--- config.mk ---
export PLATFORM = sky130hd
export DESIGN_NAME = char_rsa_coder
export DESIGN_NICKNAME = d
export VERILOG_FILES = /design/src/rtl/core/rsac_pkg.sv /design/src/rtl/core/rsac_ctrl.sv /design/src/rtl/core/rsac_dpath.sv /design/src/rtl/core/char_rsa_coder.sv
export SDC_FILE = /design/constraint.sdc
export NUM_CORES = 1
export LEC_CHECK = 0
export ABC_AREA = 1
export BUFFER_PORTS_ARGS = -buffer_cell sky130_fd_sc_hd__buf_2
export CAP_MARGIN = 20
export CORE_MARGIN = 4
export CORE_UTILIZATION = 35
export CTS_CLUSTER_DIAMETER = 150
export DETAILED_ROUTE_END_ITERATION = 7
export PLACE_DENSITY = 0.52
export SYNTH_ARGS = -nofsm -noshare
export SYNTH_HDL_FRONTEND = slang
export SYNTH_SLANG_ARGS = --single-unit
--- constraint.sdc ---
create_clock -name clk -period 5.7 [get_ports clk]
set_input_delay 1.14 -clock clk [delete_from_list [all_inputs] [get_ports clk]]
set_output_delay 1.14 -clock clk [all_outputs]
set_load 0.005 [all_outputs]
--- src/rtl/core/rsac_pkg.sv ---
package rsac_pkg;

	// Fixed widths of the stream fields and configuration data
	localparam int DATA_BITS = 32;
	localparam int CFG_IDX_BITS = 2;

	// Width of the modular datapath; key and value bits above it are ignored
	localparam int WORD_BITS = 32;
	localparam int CNT_BITS = $clog2(WORD_BITS);
	localparam logic [CNT_BITS-1:0] CNT_LAST = CNT_BITS'(WORD_BITS - 1);

	// Symbol range accepted on decrypt
	localparam int SYM_BITS = 6;
	localparam int SYM_MAX = 42;

	// Configuration register indexes
	localparam logic [CFG_IDX_BITS-1:0] REG_DIRECTION = 2'd0;
	localparam logic [CFG_IDX_BITS-1:0] REG_EXPONENT = 2'd1;
	localparam logic [CFG_IDX_BITS-1:0] REG_MODULUS = 2'd2;

	// Direction codes
	localparam logic DIR_ENCRYPT = 1'b0;
	localparam logic DIR_DECRYPT = 1'b1;

	// Configuration reset values
	localparam logic [DATA_BITS-1:0] EXPONENT_RESET = 32'd7;
	localparam logic [DATA_BITS-1:0] MODULUS_RESET = 32'd187;

	typedef logic [WORD_BITS-1:0] word_t;

	// Commands from the controller to the datapath
	typedef struct packed {
		logic load;       // latch request, start base reduction
		logic start_mul;  // start square and multiply for one exponent bit
		logic step;       // one bit step of both modular multipliers
		logic commit_pre; // store reduced base
		logic commit_mul; // store square, product and shift exponent
		logic out_load;   // load the output register
	} rsac_cmd_t;

	// Status from the datapath to the controller
	typedef struct packed {
		logic in_ok;  // request produces work
		logic k_zero; // no exponent bits left
		logic res_ok; // final value gives a result
	} rsac_sts_t;

	// One step of interleaved modular multiply: r = (2r + xbit * a) mod m.
	// r and a are below m; a zero modulus wraps at 2^WORD_BITS.
	function automatic word_t modmul_step(word_t r, word_t a, logic xbit, word_t m);
		logic [WORD_BITS:0] t;
		logic [WORD_BITS:0] u;
		logic mz;
		mz = (m == '0);
		t = {r, 1'b0};
		if (!mz && t >= {1'b0, m})
			t = t - {1'b0, m};
		u = t;
		if (xbit)
			u = t + {1'b0, a};
		if (!mz && u >= {1'b0, m})
			u = u - {1'b0, m};
		return u[WORD_BITS-1:0];
	endfunction

	// Character code to symbol number, zero when not in the table
	function automatic logic [SYM_BITS-1:0] char_to_symbol(logic [7:0] ch);
		logic [SYM_BITS-1:0] s;
		s = '0;
		if (ch >= 8'h41 && ch <= 8'h5A)
			s = SYM_BITS'(ch - 8'h40);
		else if (ch >= 8'h30 && ch <= 8'h39)
			s = SYM_BITS'(ch - 8'h15);
		else if (ch >= 8'h61 && ch <= 8'h66)
			s = SYM_BITS'(ch - 8'h3C);
		return s;
	endfunction

	// Symbol number 1-42 back to its character code
	function automatic logic [7:0] symbol_to_char(logic [SYM_BITS-1:0] s);
		logic [7:0] c;
		if (s <= 6'd26)
			c = 8'({2'b00, s} + 8'h40);
		else if (s <= 6'd36)
			c = 8'({2'b00, s} + 8'h15);
		else
			c = 8'({2'b00, s} + 8'h3C);
		return c;
	endfunction

endpackage

--- src/rtl/core/rsac_ctrl.sv ---
module rsac_ctrl (
	input  logic                clk,
	input  logic                arst_n,
	input  logic                s_tvalid,
	output logic                s_tready,
	output logic                m_tvalid,
	input  logic                m_tready,
	input  rsac_pkg::rsac_sts_t sts,
	output rsac_pkg::rsac_cmd_t cmd
);

	typedef enum logic [2:0] {
		ST_IDLE,
		ST_PRE,
		ST_CHECK,
		ST_MUL,
		ST_DONE
	} state_t;

	state_t                        state_q;
	logic [rsac_pkg::CNT_BITS-1:0] cnt_q;
	logic                          m_valid_q;
	logic                          last;

	assign last = (cnt_q == rsac_pkg::CNT_LAST);
	assign s_tready = (state_q == ST_IDLE);
	assign m_tvalid = m_valid_q;

	// Command decode
	always_comb begin
		cmd = '0;
		case (state_q)
			ST_IDLE: begin
				cmd.load = s_tvalid && sts.in_ok;
			end
			ST_PRE: begin
				cmd.step = 1'b1;
				cmd.commit_pre = last;
			end
			ST_CHECK: begin
				cmd.start_mul = !sts.k_zero;
			end
			ST_MUL: begin
				cmd.step = 1'b1;
				cmd.commit_mul = last;
			end
			ST_DONE: begin
				cmd.out_load = sts.res_ok && (!m_valid_q || m_tready);
			end
			default: begin
				cmd = '0;
			end
		endcase
	end

	// State, bit counter and output valid
	always_ff @(posedge clk or negedge arst_n) begin
		if (!arst_n) begin
			state_q <= ST_IDLE;
			cnt_q <= '0;
			m_valid_q <= 1'b0;
		end else begin
			if (cmd.out_load)
				m_valid_q <= 1'b1;
			else if (m_tready)
				m_valid_q <= 1'b0;
			case (state_q)
				ST_IDLE: begin
					cnt_q <= '0;
					if (cmd.load)
						state_q <= ST_PRE;
				end
				ST_PRE: begin
					cnt_q <= cnt_q + 1'b1;
					if (last)
						state_q <= ST_CHECK;
				end
				ST_CHECK: begin
					cnt_q <= '0;
					state_q <= sts.k_zero ? ST_DONE : ST_MUL;
				end
				ST_MUL: begin
					cnt_q <= cnt_q + 1'b1;
					if (last)
						state_q <= ST_CHECK;
				end
				ST_DONE: begin
					if (!sts.res_ok || !m_valid_q || m_tready)
						state_q <= ST_IDLE;
				end
				default: begin
					state_q <= ST_IDLE;
				end
			endcase
		end
	end

	a_no_overwrite: assert property (@(posedge clk) disable iff (!arst_n)
		!(cmd.out_load && m_valid_q && !m_tready))
		else $error("output register overwritten while stalled");

	a_cmd_exclusive: assert property (@(posedge clk) disable iff (!arst_n)
		$onehot0({cmd.load, cmd.start_mul, cmd.step, cmd.out_load}))
		else $error("conflicting datapath commands");

	a_commit_on_last: assert property (@(posedge clk) disable iff (!arst_n)
		(cmd.commit_pre || cmd.commit_mul) |-> (cmd.step && last))
		else $error("commit outside the last multiply step");

	a_mul_follows_check: assert property (@(posedge clk) disable iff (!arst_n)
		cmd.start_mul |=> (state_q == ST_MUL && cnt_q == '0))
		else $error("multiply did not start from a cleared counter");

endmodule

--- src/rtl/core/rsac_dpath.sv ---
module rsac_dpath (
	input  logic                                  clk,
	input  logic                                  arst_n,
	input  logic                                  cfg_we,
	input  logic [rsac_pkg::CFG_IDX_BITS-1:0]     cfg_index,
	input  logic [rsac_pkg::DATA_BITS-1:0]        cfg_data,
	input  logic [rsac_pkg::DATA_BITS-1:0]        in_data,
	output logic [rsac_pkg::DATA_BITS-1:0]        out_data,
	input  rsac_pkg::rsac_cmd_t                   cmd,
	output rsac_pkg::rsac_sts_t                   sts
);

	logic                  dir_q;
	rsac_pkg::word_t       exp_q;
	rsac_pkg::word_t       mod_q;
	rsac_pkg::word_t       k_q;
	rsac_pkg::word_t       acc_q;
	rsac_pkg::word_t       b_q;
	rsac_pkg::word_t       ra_q;
	rsac_pkg::word_t       rb_q;
	rsac_pkg::word_t       aa_q;
	rsac_pkg::word_t       ab_q;
	rsac_pkg::word_t       xa_q;
	rsac_pkg::word_t       xb_q;
	logic [rsac_pkg::DATA_BITS-1:0] out_q;

	logic [rsac_pkg::SYM_BITS-1:0] sym;
	rsac_pkg::word_t       ra_next;
	rsac_pkg::word_t       rb_next;
	rsac_pkg::word_t       base;
	logic                  acc_in_range;

	// Input decode
	assign sym = rsac_pkg::char_to_symbol(in_data[7:0]);
	assign base = (dir_q == rsac_pkg::DIR_DECRYPT) ? in_data[rsac_pkg::WORD_BITS-1:0]
		: rsac_pkg::WORD_BITS'(sym);

	// Two modular multipliers, one bit of x per step
	assign ra_next = rsac_pkg::modmul_step(ra_q, aa_q, xa_q[rsac_pkg::WORD_BITS-1], mod_q);
	assign rb_next = rsac_pkg::modmul_step(rb_q, ab_q, xb_q[rsac_pkg::WORD_BITS-1], mod_q);

	assign acc_in_range = (acc_q >= rsac_pkg::WORD_BITS'(1))
		&& (acc_q <= rsac_pkg::WORD_BITS'(rsac_pkg::SYM_MAX));

	// Status to the controller
	assign sts.in_ok = (dir_q == rsac_pkg::DIR_DECRYPT) || (sym != '0);
	assign sts.k_zero = (k_q == '0);
	assign sts.res_ok = (dir_q == rsac_pkg::DIR_ENCRYPT) || acc_in_range;

	assign out_data = out_q;

	// Configuration registers
	always_ff @(posedge clk or negedge arst_n) begin
		if (!arst_n) begin
			dir_q <= rsac_pkg::DIR_ENCRYPT;
			exp_q <= rsac_pkg::EXPONENT_RESET[rsac_pkg::WORD_BITS-1:0];
			mod_q <= rsac_pkg::MODULUS_RESET[rsac_pkg::WORD_BITS-1:0];
		end else if (cfg_we) begin
			case (cfg_index)
				rsac_pkg::REG_DIRECTION: dir_q <= cfg_data[0];
				rsac_pkg::REG_EXPONENT:  exp_q <= cfg_data[rsac_pkg::WORD_BITS-1:0];
				rsac_pkg::REG_MODULUS:   mod_q <= cfg_data[rsac_pkg::WORD_BITS-1:0];
				default: ;
			endcase
		end
	end

	// Exponentiation registers
	always_ff @(posedge clk) begin
		if (cmd.load) begin
			// base reduction runs as base * 1 on multiplier b
			k_q <= exp_q;
			acc_q <= (mod_q == rsac_pkg::WORD_BITS'(1)) ? '0 : rsac_pkg::WORD_BITS'(1);
			rb_q <= '0;
			ab_q <= rsac_pkg::WORD_BITS'(1);
			xb_q <= base;
		end
		if (cmd.start_mul) begin
			ra_q <= '0;
			aa_q <= acc_q;
			xa_q <= b_q;
			rb_q <= '0;
			ab_q <= b_q;
			xb_q <= b_q;
		end
		if (cmd.step) begin
			ra_q <= ra_next;
			rb_q <= rb_next;
			xa_q <= {xa_q[rsac_pkg::WORD_BITS-2:0], 1'b0};
			xb_q <= {xb_q[rsac_pkg::WORD_BITS-2:0], 1'b0};
		end
		if (cmd.commit_pre)
			b_q <= rb_next;
		if (cmd.commit_mul) begin
			if (k_q[0])
				acc_q <= ra_next;
			b_q <= rb_next;
			k_q <= {1'b0, k_q[rsac_pkg::WORD_BITS-1:1]};
		end
		if (cmd.out_load)
			out_q <= (dir_q == rsac_pkg::DIR_DECRYPT)
				? rsac_pkg::DATA_BITS'(rsac_pkg::symbol_to_char(acc_q[rsac_pkg::SYM_BITS-1:0]))
				: rsac_pkg::DATA_BITS'(acc_q);
	end

endmodule

--- src/rtl/core/char_rsa_coder.sv ---
// Character RSA coder.
// Input stream s_axis_*: one request per item; tdata is a character code in
// bits 7:0 (encrypt) or a cipher value (decrypt). Output stream m_axis_*:
// tdata is the cipher value (encrypt) or the character code (decrypt).
// Configuration: cfg_we/cfg_index/cfg_data write direction (0), exponent (1)
// and modulus (2); write only while the block is idle.
// A character outside A-Z, 0-9, a-f, or a decrypted value outside 1-42,
// produces no output item.
// Timing: one request at a time. Each modular multiply is bit-serial, one
// bit of the multiplier per cycle; square and multiply run on two units in
// parallel. Once the result is loaded into the output register, the block
// is idle again and takes the next request.
// The output register holds a result while the receiver stalls, and a new
// request is accepted meanwhile; a second result waits until the first is
// taken.
// Reset: direction 0, exponent 7, modulus 187, both streams empty.
module char_rsa_coder (
	input  logic                              clk,
	input  logic                              arst_n,
	input  logic                              cfg_we,
	input  logic [rsac_pkg::CFG_IDX_BITS-1:0] cfg_index,
	input  logic [rsac_pkg::DATA_BITS-1:0]    cfg_data,
	input  logic                              s_axis_tvalid,
	output logic                              s_axis_tready,
	input  logic [rsac_pkg::DATA_BITS-1:0]    s_axis_tdata,  // [31:0] data_in
	output logic                              m_axis_tvalid,
	input  logic                              m_axis_tready,
	output logic [rsac_pkg::DATA_BITS-1:0]    m_axis_tdata   // [31:0] data_out
);

	rsac_pkg::rsac_cmd_t cmd;
	rsac_pkg::rsac_sts_t sts;

	// Controller
	rsac_ctrl u_ctrl (
		.clk      (clk),
		.arst_n   (arst_n),
		.s_tvalid (s_axis_tvalid),
		.s_tready (s_axis_tready),
		.m_tvalid (m_axis_tvalid),
		.m_tready (m_axis_tready),
		.sts      (sts),
		.cmd      (cmd)
	);

	// Datapath
	rsac_dpath u_dpath (
		.clk       (clk),
		.arst_n    (arst_n),
		.cfg_we    (cfg_we),
		.cfg_index (cfg_index),
		.cfg_data  (cfg_data),
		.in_data   (s_axis_tdata),
		.out_data  (m_axis_tdata),
		.cmd       (cmd),
		.sts       (sts)
	);

endmodule

## Word level (Yosys, flattened, before mapping)

Index checks and enable logic that the tools add are counted.

- Add/sub/neg operators: 13
- Magnitude comparators: 14
- Eq/ne operators: 11
- Muxes and demuxes: 47
- Bitwise logic cells: 1
- Reductions and logical operators: 37

Operators by type and width:

| operator | number |
|---|---|
| two-way mux 32 bit | 20 |
| >= comparator 33 x 32 -> 1 bit | 4 |
| two-way mux 33 bit | 4 |
| adder 33 x 32 -> 33 bit | 2 |
| subtractor 33 x 32 -> 33 bit | 2 |
| zero test 32 bit | 2 |
| subtractor 32 bit | 2 |
| two-way mux 31 bit | 2 |
| equality test 32 x 1 -> 1 bit, second input constant | 1 |
| >= comparator 32 x 1 -> 1 bit, second input constant | 1 |
| <= comparator 32 x 6 -> 1 bit, second input constant | 1 |
| two-way mux 8 bit | 3 |
| two-way mux 6 bit | 3 |
| >= comparator 8 x 7 -> 1 bit, second input constant | 2 |
| <= comparator 8 x 7 -> 1 bit, second input constant | 2 |
| two-way mux 3 bit | 4 |
| one-hot mux 3 bit (4 select lines) | 1 |
| nonzero test 2 bit | 6 |
| logical AND 1 bit | 10 |
| one-hot mux 5 bit (2 select lines) | 1 |
| two-way mux 1 bit | 9 |
| adder 6 x 7 -> 8 bit, second input constant | 1 |
| >= comparator 8 x 6 -> 1 bit, second input constant | 1 |
| <= comparator 8 x 6 -> 1 bit, second input constant | 1 |
| other kinds (25) | 38 |

- Flip-flop bits (word level): 394
- Output and inout port bits: 34

## Logic depth before layout (Yosys ltp)

- Depth in word-level cells: 12
- Depth in mapped cells: 50
- Depth with buffers taken out: 46

## Modules after synthesis

A second synthesis with hierarchy kept.

- Cells, all modules: 4,088
- Area total of the unflattened synthesis: 30,011.3 um^2

By module, submodules not included:

| module | times used | cells an instance | area an instance (um^2) | seq. area each (um^2) |
|---|---|---|---|---|
| rsac_dpath | 1 | 4,025 | 29,479.5 | 10,896.7 |
| rsac_ctrl | 1 | 63 | 531.8 | 225.2 |

## Worst setup path after synthesis

Ideal clock, no wire load.

- Path type: register to register
- From: register u_dpath.mod_q[1]
- To: register u_dpath.rb_q[30], data pin
- Arrival time: 5.434 ns
- Data required time: 5.434 ns
- Slack: 0.000 ns
- Stages on the path, launching flop included: 42
- Buffers on the path: 3
- Cells stage by stage: dfstp_2 -> inv_1 -> ha_1 -> ha_1 -> nand3_1 -> nor3_1 -> nand2_1 -> nand4_1 -> nand2_1 -> inv_2 -> nand2_2 -> buf_6 -> buf_6 -> nor2_1 -> ha_1 -> inv_1 -> fa_1 -> inv_1 -> [6 not listed] -> a21oi_1 -> or2_2 -> nand3_1 -> nand2_1 -> ha_1 -> a21oi_1 -> nand2_1 -> inv_1 -> o21ai_0 -> a21oi_1 -> nand2_1 -> nand2_1 -> nand4_2 -> nand2_2 -> buf_2 -> nand2_1 -> nand2_1 -> nor2_1

- Cells in the longest elaborated chain, start to end: 10

Ends and longest elaborated chain:

| item | RTL line | RTL |
|---|---|---|
| from (decl) | rsac_dpath.sv:15 | `rsac_pkg::word_t mod_q;` |
| from (signal assigned) | rsac_dpath.sv:57 | `mod_q <= rsac_pkg::MODULUS_RESET[rsac_pkg::WORD_BITS-1:0];` |
| from (signal assigned) | rsac_dpath.sv:62 | `rsac_pkg::REG_MODULUS: mod_q <= cfg_data[rsac_pkg::WORD_BITS-1:0];` |
| branches (longest 8 deep; another with >= comparator 33 x 32 -> 1 bit) | -- |  |
| two-way mux 32 bit (*) | rsac_pkg.sv:61 | `if (!mz && u >= {1'b0, m})` |
| two-way mux 32 bit (*) | rsac_dpath.sv:86 | `if (cmd.step) begin` |
| to (signal assigned) | rsac_dpath.sv:88 | `rb_q <= rb_next;` |
| to (decl) | rsac_dpath.sv:20 | `rsac_pkg::word_t rb_q;` |

Mark *: on every way between the ends.
A chain may end at the register's enable or synchronous reset.

## Worst setup path in the final report

- From: register u_dpath.mod_q[4]
- To: register u_dpath.ra_q[3], data pin

- Cells in the longest elaborated chain, start to end: 10

Ends and longest elaborated chain:

| item | RTL line | RTL |
|---|---|---|
| branches (longest 8 deep; another with >= comparator 33 x 32 -> 1 bit) | -- |  |
| two-way mux 32 bit (*) | rsac_pkg.sv:61 |  |
| two-way mux 32 bit (*) | rsac_dpath.sv:86 |  |
| to (signal assigned) | rsac_dpath.sv:87 | `ra_q <= ra_next;` |
| to (decl) | rsac_dpath.sv:19 | `rsac_pkg::word_t ra_q;` |

Marked as above.

==> qor.csv <==
metric,value,unit
max_slew headroom,0.2701,
first-pass GRT wire length,180.4,mm
failing checks,negative setup slack,
WL/cell,19.70,um
worst hold-check path type,reg -> reg,
"EDFF count, synth",285,
gr ovfl total,0,
syn avg cell area,7.359,um2
Setup WS post-layout,-0.8312,ns
full die area,90020,um2
Synth Warn #,0,
met1 WL,56.92,mm
CP endpoint kind,flop,
synth unique cells,58,
Initial Util,0.3550,
CTS H-tree lvls,2,
final hold vios,0,
Clock Latency Late Sink,0.63,ns
arrival time worst endpoint,6.85,ns
initial antenna violation count,3,
CTS sink cnt,394,
root buf cell,clkbuf_16,
Max Used Layer,met4,
Synth Net Count,4341,
worst-path maximum fanout,15,
"slowest stage cell, crit path",dfstp_2,
CTS tree,yes,
max frequency,153.1,MHz
fin crit period,6.531,ns
Synth Instances,4056,
met2 wire len,55.88,mm
fraction of layout cells with a size suffix above 1,0.3921,
vias in the first global route,30316,
Most used DFF post-synth,edfxtp_1,
num rows,106,
die height,300.0,um
DRC viols,0,
Critical Path Source,u_dpath.mod_q[4]$_DFFE_PN1P_,
Fill cells,7996,
max cap viols,0,
worst hold slack,0.4520,ns
via density per instance,5.026,
status,"finished, violations left",
DR iter-0 viols,2476,
Syn Std Cell Area,29850,um2
worst clock skew,0.04346,ns
DR vias,32219,
nets,5520,
most frequent cells in the layout,"1042 x buf_4, 916 x nand2_1, 474 x inv_1",
"Hold-fix buffers, CTS",0,
Hold Path Origin,u_dpath.xa_q[0]$_SDFFE_PN0P_,
Final Non-Filler Cells,6410,
crit start category,flop,
Critical Path RT,6.02,ns
Max Slew Vio Count,0,
worst-margin pin slew,1.095,ns
# IOs,105,
Initial DRT Pass Iterations,5,
reg2reg start,u_dpath.mod_q[4]$_DFFE_PN1P_,
Layout area overhead,54.55,%
DP Wirelength,96.49,mm
total wire length,126.3,mm
post-route antenna net violation count,0,
cell mode on critical path,nand2_2,
wire length on met3,9.535,mm
"commonest non-fill, non-tap cell in the layout",buf_4,
RD Place Congestion,0.9632,
Std-Cell Core Area,84090,um2
fin crit share,1.146,
unrepaired setup endpoints after global routing,true,
number of buffers inserted by port buffering,104,
Worst path max stage delay,0.55,ns
fraction of registers with async set/reset,0.1878,
Longest Clk Path Bufs,3,
pin count of the biggest net entering global routing,75,
Final setup viols,128,
Yosys reg bits,394,
Cells after DPL,6218,
Total GRT Usage,0.2617,
Clock transition at path regs,0.06,ns
Crit Path Category,reg -> reg,
sequential fraction of the synthesis area,0.3726,
TritonCTS Buffers,48,
Horiz. Die Dim,300.0,um
## cells by family after synthesis
logic type      count (synthesis)  synth area share
simple gates                 1962            0.2758
compound gates                709            0.1303
buf+inv                       616           0.08028
flops                         394            0.3726
fa+ha+maj                     214           0.09122
xor+xnor                      131           0.03844
mux                            30           0.01132
## routing by layer
layer / global-route usage / vias up
met1: 0.3662 / 15175
met3: 0.05379 / 169
met2: 0.4069 / 957
met4: 0.08155 / 0
li1: - / 15918
met5: 0 / -
## repair_timing
| item | 4_1_cts | 5_1_grt |
|---|---|---|
| cloned | 0 | 13 |
| gates resized for setup | 111 | 836 |
| pin swaps | 18 | 217 |
| buffers inserted | 6 | 89 |
| endpoints found under the setup margin | 128 | 128 |
| endpoints found under the hold margin | 0 | 0 |
## Yosys cell counts (all sizes together), types with 6 or more instances
library cell	count	area, um2
a21boi	11	82.58
a21o	26	195.2
a21oi	272	1369
a31oi	15	93.84
buf	41	237.7
clkbuf	61	229.0
dfrtp	65	1627
dfstp	9	236.5
dfxtp	35	700.7
edfxtp	285	8558
fa	6	120.1
ha	208	2603
inv	511	1918
mux2	30	337.8
nand2	1140	4297
nand3	295	1486
nand3b	35	262.8
nand4	42	275.3
nor2	350	1331
nor3	42	215.2
nor4	31	193.9
o211ai	13	97.59
o21a	6	45.04
o21ai	318	1625
o21bai	26	195.2
or2	18	112.6
xnor2	67	586.8
xor2	64	560.5
## metrics by stage
step           worst slack [ns]    util  setup TNS, ns  area, um2
6_report                -0.8312  0.5486         -83.79      46130
5_1_grt                  -1.032  0.5486        -112.19      46130
3_5_place_dp             -1.405  0.4684        -146.20      39390
4_1_cts                 -0.8599  0.4936         -94.11      41510
3_3_place_gp             -1.343  0.4684        -145.25      39390
2_1_floorplan         0.0002607       -              0      29850
## sequential cells by signal, summed over array words and instances (netlist names), 5 cells and up
signal / flops
u_dpath.aa_q: 32
u_dpath.ab_q: 32
u_dpath.acc_q: 32
u_dpath.b_q: 32
u_dpath.exp_q: 32
u_dpath.k_q: 32
u_dpath.mod_q: 32
u_dpath.out_data: 32
u_dpath.ra_q: 32
u_dpath.rb_q: 32
u_dpath.xa_q: 32
u_dpath.xb_q: 32
u_ctrl.cnt_q: 5
## cell type report
cell class                 count  area [um2]  share of cell area
antenna                        2       5.005           0.0001085
clock buffer                  61        1331             0.02886
clock inverter                28       315.3            0.006835
inverter                     514        1956             0.04239
multi-input combinational   3046       20180              0.4374
sequential                   394       11120              0.2411
tap                         1134        1419             0.03076
timing repair buffer        1231        9802              0.2125
## worst max-delay path: cells and delay by family (launching register included)
kind                     cells  cell delay (ns)
AND/OR/NAND/NOR             26             2.99
buffers and inverters       12             1.61
adder cells (fa/ha/maj)      3             0.89
flip-flops                   1             0.55
XOR/XNOR                     1             0.11
AO/OA/AOI/OAI                1             0.06
## path summary, 6_finish.rpt
path,to,slack [ns],cells after the start
max,u_dpath.ra_q[3]$_SDFFCE_PP0N_,-0.83,43
min,u_dpath.xa_q[0]$_SDFFE_PN0P_,0.45,2
max reg2reg,u_dpath.ra_q[3]$_SDFFCE_PP0N_,-0.83,43
min reg2reg,u_dpath.xa_q[0]$_SDFFE_PN0P_,0.45,2
max in group asynchronous,u_dpath.dir_q$_DFFE_PN0P_,4.28,1
min in group asynchronous,u_dpath.exp_q[24]$_DFFE_PN0P_,0.70,1
Power is left out: the tool's default activity adds up to more than one toggle a clock period on the data nets, which glitch-free logic cannot reach.
